### config.mk
export PLATFORM = sky130hd
export DESIGN_NAME = utf8_to_utf16_decoder
export DESIGN_NICKNAME = d
export VERILOG_FILES = /design/src/rtl/core/u8u16_pkg.sv /design/src/rtl/core/u8u16_step.sv /design/src/rtl/core/utf8_to_utf16_decoder.sv
export SDC_FILE = /design/constraint.sdc
export NUM_CORES = 1
export LEC_CHECK = 0
export BUFFER_PORTS_ARGS = -buffer_cell sky130_fd_sc_hd__buf_2
export CAP_MARGIN = 0
export CORE_ASPECT_RATIO = 0.7
export CORE_MARGIN = 4
export CORE_UTILIZATION = 45
export CTS_CLUSTER_SIZE = 28
export DETAILED_ROUTE_END_ITERATION = 8
export GPL_ROUTABILITY_DRIVEN = 0
export HOLD_SLACK_MARGIN = 0.12
export PLACE_DENSITY = 0.77
export SLEW_MARGIN = 40
export SYNTH_ARGS = -nofsm -noshare
export SYNTH_HDL_FRONTEND = slang
export SYNTH_SLANG_ARGS = --single-unit
### constraint.sdc
create_clock -name clk -period 3.9 [get_ports clk]
set_clock_uncertainty 0.2 [all_clocks]
set_input_delay 0.195 -clock clk [delete_from_list [all_inputs] [get_ports clk]]
set_output_delay 0.195 -clock clk [all_outputs]
set_load 0.1 [all_outputs]
### src/rtl/core/u8u16_pkg.sv
// Shared types and status codes for the UTF-8 to 16-bit code unit decoder.
// Used by u8u16_step and utf8_to_utf16_decoder; depends on nothing else.
`default_nettype none

package u8u16_pkg;

  localparam int unsigned ByteW   = 8;
  localparam int unsigned UnitW   = 16;
  localparam int unsigned StatusW = 3;
  localparam int unsigned RemW    = 3;
  localparam int unsigned AccW    = 27;

  typedef enum logic [StatusW-1:0] {
    ST_OK       = 3'd0,
    ST_OVERLONG = 3'd1,
    ST_STRAY    = 3'd2,
    ST_TOOBIG   = 3'd3,
    ST_TRUNC    = 3'd4
  } status_t;

  typedef struct packed {
    logic [RemW-1:0] bytes_remaining;
    logic [AccW-1:0] accumulator;
    logic            aborted;
  } dec_state_t;

  typedef struct packed {
    logic [UnitW-1:0] code_unit;
    status_t          status;
    logic             end_mark;
  } dec_result_t;

endpackage

`default_nettype wire

### src/rtl/core/u8u16_step.sv
// Combinational decode of one byte against the current decoder state.
// Depends on u8u16_pkg for the state, result and status types.
`default_nettype none

module u8u16_step
  import u8u16_pkg::*;
(
  input  dec_state_t        cur,
  input  logic [ByteW-1:0]  data_byte,
  input  logic              final_req,
  output dec_state_t        nxt,
  output logic              res_valid,
  output dec_result_t       res
);

  logic [RemW-1:0] rem_m1;
  logic [AccW-1:0] cont_bits;
  logic [AccW-1:0] acc_new;
  logic            is_lead;
  logic            fail;
  status_t         fail_status;

  assign rem_m1 = cur.bytes_remaining - RemW'(1);

  always_comb begin
    cont_bits = '0;
    unique case (rem_m1)
      3'd0:    cont_bits = {20'b0, data_byte[6:0]};
      3'd1:    cont_bits = {14'b0, data_byte[6:0], 6'b0};
      3'd2:    cont_bits = {8'b0, data_byte[6:0], 12'b0};
      3'd3:    cont_bits = {2'b0, data_byte[6:0], 18'b0};
      default: cont_bits = '0;
    endcase
  end

  assign acc_new = cur.accumulator | cont_bits;

  always_comb begin
    nxt           = cur;
    res_valid     = 1'b0;
    res.code_unit = '0;
    res.status    = ST_OK;
    res.end_mark  = final_req;
    is_lead       = 1'b0;
    fail          = 1'b0;
    fail_status   = ST_OK;

    if (cur.aborted) begin
      if (final_req) begin
        nxt.aborted = 1'b0;
      end
    end else if (cur.bytes_remaining == '0) begin
      unique casez (data_byte)
        8'b0???????: begin
          res_valid     = 1'b1;
          res.code_unit = {9'b0, data_byte[6:0]};
        end
        8'b10??????: begin
          fail        = 1'b1;
          fail_status = ST_STRAY;
        end
        8'b110?????: begin
          is_lead             = 1'b1;
          nxt.bytes_remaining = 3'd1;
          nxt.accumulator     = {16'b0, data_byte[4:0], 6'b0};
        end
        8'b1110????: begin
          is_lead             = 1'b1;
          nxt.bytes_remaining = 3'd2;
          nxt.accumulator     = {11'b0, data_byte[3:0], 12'b0};
        end
        8'b11110???: begin
          is_lead             = 1'b1;
          nxt.bytes_remaining = 3'd3;
          nxt.accumulator     = {6'b0, data_byte[2:0], 18'b0};
        end
        8'b111110??: begin
          is_lead             = 1'b1;
          nxt.bytes_remaining = 3'd4;
          nxt.accumulator     = {1'b0, data_byte[1:0], 24'b0};
        end
        default: begin
          fail        = 1'b1;
          fail_status = ST_OVERLONG;
        end
      endcase
      if (is_lead && final_req) begin
        fail        = 1'b1;
        fail_status = ST_TRUNC;
      end
    end else begin
      nxt.bytes_remaining = rem_m1;
      nxt.accumulator     = acc_new;
      if (rem_m1 == '0) begin
        nxt.accumulator = '0;
        if (|acc_new[AccW-1:UnitW]) begin
          fail        = 1'b1;
          fail_status = ST_TOOBIG;
        end else begin
          res_valid     = 1'b1;
          res.code_unit = acc_new[UnitW-1:0];
        end
      end else if (final_req) begin
        fail        = 1'b1;
        fail_status = ST_TRUNC;
      end
    end

    if (fail) begin
      res_valid           = 1'b1;
      res.code_unit       = '0;
      res.status          = fail_status;
      nxt.bytes_remaining = '0;
      nxt.accumulator     = '0;
      nxt.aborted         = !final_req;
    end
  end

endmodule

`default_nettype wire

### src/rtl/core/utf8_to_utf16_decoder.sv
// Top level of the UTF-8 to 16-bit code unit decoder: state and result registers.
// Depends on u8u16_pkg and u8u16_step.
//
// Usage: the input channel carries one UTF-8 byte per transaction with
// in_final_req marking the last byte of a string. The result channel carries
// a 16-bit code unit, a status code and an end mark. A character yields one
// result when its last byte arrives; lead bytes and middle continuation bytes
// yield none unless they end the string, and after an error the bytes up to
// the next final byte yield none. A result appears on the output register in
// the cycle after the byte that completes it is accepted. Throughput is one
// byte per cycle while in_stall is low, set by the single decode step between
// the state register and the output register. When the receiver stalls, the
// output register holds its transaction and in_stall is raised whenever it
// holds a valid result; an empty or draining output register keeps the input
// open. Reset is synchronous and active low: it empties the output register,
// clears the decoder state to idle and stalls the input while asserted.
`default_nettype none

module utf8_to_utf16_decoder
  import u8u16_pkg::*;
(
  input  logic               clk,
  input  logic               rst_n,
  input  logic               in_valid,
  output logic               in_stall,
  input  logic [ByteW-1:0]   in_data_byte,
  input  logic               in_final_req,
  output logic               out_valid,
  input  logic               out_stall,
  output logic [UnitW-1:0]   out_code_unit,
  output logic [StatusW-1:0] out_status,
  output logic               out_end_mark
);

  dec_state_t  state_r;
  dec_state_t  state_nxt;
  dec_result_t res_r;
  dec_result_t res_nxt;
  logic        res_hit;
  logic        out_valid_r;
  logic        out_valid_nxt;
  logic        in_accept;

  assign in_stall  = !rst_n || (out_valid_r && out_stall);
  assign in_accept = in_valid && !in_stall;

  u8u16_step u_step (
    .cur       (state_r),
    .data_byte (in_data_byte),
    .final_req (in_final_req),
    .nxt       (state_nxt),
    .res_valid (res_hit),
    .res       (res_nxt)
  );

  always_comb begin
    out_valid_nxt = out_valid_r;
    if (in_accept) begin
      out_valid_nxt = res_hit;
    end else if (!out_stall) begin
      out_valid_nxt = 1'b0;
    end
  end

  always_ff @(posedge clk) begin
    if (!rst_n) begin
      state_r     <= '0;
      out_valid_r <= 1'b0;
    end else begin
      out_valid_r <= out_valid_nxt;
      if (in_accept) begin
        state_r <= state_nxt;
      end
    end
  end

  always_ff @(posedge clk) begin
    if (in_accept && res_hit) begin
      res_r <= res_nxt;
    end
  end

  assign out_valid     = out_valid_r;
  assign out_code_unit = res_r.code_unit;
  assign out_status    = res_r.status;
  assign out_end_mark  = res_r.end_mark;

`ifndef SYNTH
  a_err_zero_unit: assert property (@(posedge clk) disable iff (!rst_n)
    out_valid_r && (res_r.status != ST_OK) |-> res_r.code_unit == '0)
    else $error("error result carries a nonzero code unit");

  a_final_idle: assert property (@(posedge clk) disable iff (!rst_n)
    in_accept && in_final_req |=>
      (state_r.bytes_remaining == '0) && (state_r.accumulator == '0) && !state_r.aborted)
    else $error("decoder not idle after the final byte of a string");

  a_abort_no_pending: assert property (@(posedge clk) disable iff (!rst_n)
    state_r.aborted |-> state_r.bytes_remaining == '0)
    else $error("discarding input while a character is pending");

  a_rem_range: assert property (@(posedge clk) disable iff (!rst_n)
    state_r.bytes_remaining <= RemW'(4))
    else $error("continuation count out of range");

  a_no_result_when_aborted: assert property (@(posedge clk) disable iff (!rst_n)
    in_accept && state_r.aborted |=> !out_valid_r)
    else $error("result produced while discarding input");
`endif

endmodule

`default_nettype wire

== Word level (Yosys, flattened, before mapping) ==
Cells that the tools add are included.
Word-level totals
  input bits: 13
  output and inout bits: 22
  bits in registers: 52
  logic and storage cells: 74
Operators by class
  $add $sub $neg: 1
  muxes and demuxes: 36
  bitwise logic cells: 3
  equality and inequality tests: 11
  reductions and logical operators: 16
Operator list (number)
  $pmux W30 S4: 1
  $pmux W25 S4: 1
  $mux W30: 2
  $mux W16: 3
  $mux W31: 1
  $mux W27: 1
  $or A27 B25 Y27: 1
  $mux W1: 20
  $mux W3: 4
  $reduce_or A11 Y1: 1
  $mux W7: 1
  $eq A3 B2 Y1 const B: 2
  $eq A6 B6 Y1 const B: 1
  $logic_not A3 Y1: 2
  $ne A6 B5 Y1 const B: 1
  $eq A5 B5 Y1 const B: 1
  $reduce_or A5 Y1: 1
  $eq A4 B4 Y1 const B: 1
  $logic_and A1 B1 Y1: 4
  $ne A2 B1 Y1 const B: 2
  $pmux W2 S2: 1
  $reduce_or A2 Y1: 2
  $reduce_or A4 Y1: 1
  $eq A3 B1 Y1 const B: 1
  8 further kinds: 11

== Depth between registers and ports, before layout ==
  depth in word-level cells: 11
  mapped depth: 9
  mapped depth without buffers: 7

== Hierarchy ==
A second synthesis with hierarchy kept.
Second synthesis, totals
  cell total of the unflattened synthesis: 375
  area, all modules: 3325.7 um2
By module, submodules not included
  utf8_to_utf16_decoder: sequential area each 1241.2 um2, area an instance 1913.1 um2, instances 1, cells each 161
  u8u16_step: sequential area each 0.0 um2, area an instance 1412.6 um2, instances 1, cells each 214

== Worst setup path after synthesis ==
OpenSTA, ideal clock, no wires.
  path kind: register -> register
  from: register out_valid_r (netlist: out_valid)
  to: register res_r (netlist bit out_code_unit[0]) (enable)
  path buffers: 0
  clock period less this slack: 3.034 ns
  required time: 3.295 ns
  library setup time: 0.405 ns
  stages on the path, launching flop included: 4
  arrival time: 2.428 ns
  setup slack: 0.866 ns
  cells stage by stage: dfxtp_1 -> a21bo_2 -> or3_1 -> a21oi_1
On the way
  word-level cells in the longest chain between the ends: 5
RTL lines
  from (decl): RTL line utf8_to_utf16_decoder.sv:40  | logic out_valid_r;
  from (signal assigned): RTL line utf8_to_utf16_decoder.sv:70  | out_valid_r <= out_valid_nxt;
  $logic_and A1 B1 Y1: RTL line utf8_to_utf16_decoder.sv:44  | assign in_stall = !rst_n || (out_valid_r && out_stall);
  $logic_or A1 B1 Y1: RTL line utf8_to_utf16_decoder.sv:44
  $logic_not A1 Y1: RTL line utf8_to_utf16_decoder.sv:45  | assign in_accept = in_valid && !in_stall;
  $logic_and A1 B1 Y1: RTL line utf8_to_utf16_decoder.sv:45
  $logic_and A1 B1 Y1: RTL line utf8_to_utf16_decoder.sv:78  | if (in_accept && res_hit) begin
  to (signal assigned): RTL line utf8_to_utf16_decoder.sv:79  | res_r <= res_nxt;
  to (decl): RTL line utf8_to_utf16_decoder.sv:37  | dec_result_t res_r;
No other way between the ends.
A chain may end at the register's enable or synchronous reset.

== Worst setup path after layout ==
  from: register state_r[28] (netlist bit)
  to: register state_r[16] (netlist bit)
On the way
  word-level cells in the longest chain between the ends: 11
  elaborated cells on any way between the ends: 20
  classes of those cells: 1 x add/sub; 5 x eq/ne; 9 x mux; 1 x bitwise; 4 x reduce/logical
RTL lines
  from (decl): RTL line utf8_to_utf16_decoder.sv:35  | dec_state_t state_r;
  from (signal assigned): RTL line utf8_to_utf16_decoder.sv:72  | state_r <= state_nxt;
  $sub A3 B1 Y3: RTL line u8u16_step.sv:23  | assign rem_m1 = cur.bytes_remaining - RemW'(1);
  $eq A3 B2 Y1, or another cell as far along: RTL line u8u16_step.sv:27  | unique case (rem_m1)
  $pmux W25 S4: RTL line u8u16_step.sv:27
  $or A27 B25 Y27: RTL line u8u16_step.sv:36  | assign acc_new = cur.accumulator | cont_bits;
  $reduce_or A11 Y1: RTL line u8u16_step.sv:96  | if (|acc_new[AccW-1:UnitW]) begin
  $mux W1: RTL line u8u16_step.sv:96
  $mux W1: RTL line u8u16_step.sv:94  | if (rem_m1 == '0) begin
  $mux W1: RTL line u8u16_step.sv:52  | end else if (cur.bytes_remaining == '0) begin
  $mux W1: RTL line u8u16_step.sv:48  | if (cur.aborted) begin
  $ne A6 B5 Y1 (no source line) or $ne A2 B1 Y1 (tied branches)
  $reduce_and A3 Y1 (no source line)
Parallel ways exist; a longest one is shown, timed or not. The select of a mux whose other input is x is not followed.

==> metrics.md <==
| Metric | Value |
|---|---|
| Critical path arrival | 3060 ps |
| Req. time, crit path | roughly 3900 ps |
| Register area share after synthesis | slightly below 50% |
| Prevailing post-synth register cell | dfxtp_1 |
| Synthesized Nets | 293 |
| Clock buffer depth | 2 |
| Cell area after layout | just under 3000 sq um |
| Pre-antenna DRT Iters | 5 |
| Worst slew pin tran | between 700 and 800 ps |
| GRT busiest layer | met1 |
| Share of cells above drive strength 1 | between 10% and 20% |
| Hold worst-path end | out_status[1] |
| Die Area | a little under 7000 sq um |
| Die Wd | 97.8 um |
| Number of global-route vias before repair | ~2100 |
| Overall Power | roughly 1300 uW |
| Ys Warns | 0 |
| Slew headroom | 47.8% |
| Multi-input logic area | about 1200 sq um |
| Async SR Flop Fraction | 0% |
| #FFs+latches synth | 51 |
| Worst Hold Launch | in_data_byte[7] |
| Die span in y | between 70 and 80 um |
| Worst slack, placed | slightly above 900 ps |
| Reg2reg path depth | 8 |
| Critical Path Fanout Max | 12 |
| CP top delay family | simple AND/OR/NAND/NOR gates |
| TNS Setup | 0 ps |
| Largest net degree at the start of global routing | 22 |
| Vias post-DR | around 2300 |
| WS Path Type | flip-flop to flip-flop |
| R2R setup slack | 840 ps |
| FF+latch area | 1220 sq um |
| Row cnt | 22 |
| Initial antenna violation count | 0 |
| Largest area contributor in the netlist | dfxtp_1 |
| Cells taking the most area after synthesis | dfxtp_1 (24%), edfxtp_1 (24%), a21oi_1 (5.3%), nor2_1 (4.9%), and2_1 (3.0%) |
| Outcome | finished, final reports clean |
| Synth Cell Area | roughly 2500 sq um |
| Core area | 5340 sq um |
| All-layer global routing usage | 18.6% |
| Slowest-stage cell, CP | or4_1 |
| TritonCTS Buffers | 5 |
| Clock Latency Late Sink | roughly 310 ps |
| # port buffers | 34 |
| Setup ws final | about 840 ps |
| Post-synth EDFFs | 20 |
| Clk sinks | slightly above 50 |
| Initial Util | between 40 and 50% |
| Max VDD drop | approximately 200 uV |
| Synthesis-to-finish area growth | 16.1% |
| Final setup violation count | 0 |
| Met2 usage | between 20 and 30% |
| Max-cap check violation count | 0 |
| CTS tree | built |
| Max-slew violation count | 0 |
| Detailed Route Iter0 Violations | between 300 and 400 |
| Hold Vio Cnt, Final | 0 |
| Leakage | 0.00112 uW |
| Reg-to-Reg End | state_r[16] |
| Post-CTS sizing | 0 |
| Gate Count Post-Synth | ~280 |
| Max Clock Freq | 0.326 GHz |
| Hold depth | 3 |
| Ports | 35 |
| Hpwl dp | between 4 and 5 mm |
| Nets | approximately 320 |
| # DRC | 0 |
| Worst path bufs/invs | 2 |
| RSZ-0062 raised after global routing | false |
| Critical R2R Launch | state_r[28] |
| Placed Area | ~2700 sq um |
| Met3 usage | around 5.1% |
| Ant diodes | 0 |
| Post-synthesis cell type count | between 50 and 60 |
| Avg Cell Area, Syn | between 9 and 10 sq um |
| Via/cell ratio | 6.05 |
| Worst-path clk slew | approximately 100 ps |
| Wire per inst | approximately 17 um |
| GRT Residual Overflow | 0 |
| First-pass GRT wire length | between 10 and 15 mm |
| Crit start category | flip-flop |
| Critical Path Max Stage Delay | around 640 ps |
| Crit-path cells | inv_1, ha_1, nor3b_1, buf_4, or4_1, a21oi_1, nor2_1, a22o_1 |
| WL final | ~6.4 mm |
| Final worst path period need | approximately 3100 ps |
| Fin crit share | around four fifths |
| Top cell type's share of synthesized area | ~24% |
| HP Class | input port to flip-flop |
| Placed Cells | roughly 360 |
| Final ANT Viol Nets | 0 |
| H-tree depth | 2 |
| Pwr/cell area | 435 nW/um^2 |
| CTS Root Cell | clkbuf_8 |
| Fillcell total | around 480 |
| Crit end category | flip-flop |
| Post-Layout Cell Count | approximately 380 |
| Met1 Usage GRT | a little over a quarter |
==> per-layer routing <==
| layer | up-vias | part of all wire, % |
|---|---|---|
| met5 | - | 0 |
| met4 | 0 | 1.3 |
| met3 | 11 | 12 |
| met2 | 142 | 42 |
| met1 | 1056 | 46 |
| li1 | 1085 | - |
==> state kept, by name, summed over array words and instances, names as in the netlist <==
| name | flops |
|---|---|
| out_status | 3 |
| state_r | 30 |
| out_end_mark | 1 |
| out_valid | 1 |
| out_code_unit | 16 |
==> cell families (layout without fill, tap and decap cells) <==
kind of cell	count (synthesis)	count (layout)	synth area share (%)
buf+inv	28	60	4.63
xor+xnor	1	1	0.345
flops	51	51	48.1
compound gates	92	92	24.7
simple gates	97	97	19.4
fa+ha+maj	5	5	2.46
mux	1	1	0.394
==> per-stage QoR <==
stage	utilization (%)	hold WS, ps
after floorplan	-	93.9
after global placement	51.3	249
after detailed placement	51.3	248
after CTS	55.2	163
after global routing	55.2	173
final	55.2	172
==> how the worst max path moves through the flow <==
stage / end / cells after the start / slack, ps / from
after floorplan: out_code_unit[0] / 3 / 870 / out_valid
after global placement: state_r[14] / 8 / 1040 / state_r[28]
after detailed placement: state_r[16] / 8 / 910 / state_r[28]
after CTS: state_r[16] / 8 / 890 / state_r[28]
after global routing: state_r[15] / 8 / 700 / state_r[28]
final: state_r[16] / 8 / 840 / state_r[28]
==> worst register-to-register path, stage by stage, from the launching register on <==
cell	delay, ps
dfxtp_1	380
inv_1	110
ha_1	350
nor3b_1	200
buf_4	190
or4_1	640
a21oi_1	400
nor2_1	210
a22o_1	280
==> cell type report <==
class | count | share of cell area [%]
Timing Repair Buffer | 46 | 9.59
Multi-Input combinational cell | 196 | 41.1
Tap cell | 72 | 3.05
Clock inverter | 2 | 1.32
Clock buffer | 6 | 2.80
Sequential cell | 51 | 41.4
Inverter | 6 | 0.764
==> placed cells by master, fill, tap and decap left out, drive strengths merged, types with 2 or more instances in the layout <==
| master | synthesis | routed |
|---|---|---|
| a31oi | 11 | 11 |
| clkbuf | 13 | 6 |
| o2111ai | 3 | 3 |
| a2bb2oi | 8 | 8 |
| o21ai | 15 | 15 |
| o21a | 2 | 2 |
| a22o | 4 | 4 |
| and3 | 4 | 4 |
| a21bo | 2 | 2 |
| edfxtp | 20 | 20 |
| ha | 5 | 5 |
| a221oi | 3 | 3 |
| o31ai | 4 | 4 |
| nand4 | 2 | 2 |
| nor4 | 3 | 3 |
| nor2b | 4 | 4 |
| nand2b | 3 | 3 |
| nand2 | 12 | 12 |
| nor3 | 4 | 4 |
| buf | 9 | 37 |
| nor2 | 33 | 33 |
| and2 | 12 | 12 |
| a22oi | 2 | 2 |
| dfxtp | 31 | 31 |
| or3 | 4 | 4 |
| dlygate4sd3 | 0 | 9 |
| inv | 6 | 7 |
| a21oi | 27 | 27 |
| nand3 | 9 | 9 |
==> report_power, final <==
group / internal [uW] / switching [uW] / total (uW)
clock network: 211 / 181 / 392
logic: 78.9 / 222 / 301
registers: 577 / 14.8 / 591
==> repair_timing <==
item | CTS | global route
hold buffers | 9 | 0
endpoints found under the setup margin | 0 | 0
hold endpoints to repair | 20 | 0
buffers inserted | 0 | 0
==> cell usage after synthesis (all sizes together), types with 5 or more instances <==
cell type  number
and2           12
ha              5
edfxtp         20
o21ai          15
nor2           33
dfxtp          31
a2bb2oi         8
nand2          12
inv             6
buf             9
clkbuf         13
nand3           9
a31oi          11
a21oi          27
Power figures use the tool's default switching activity.
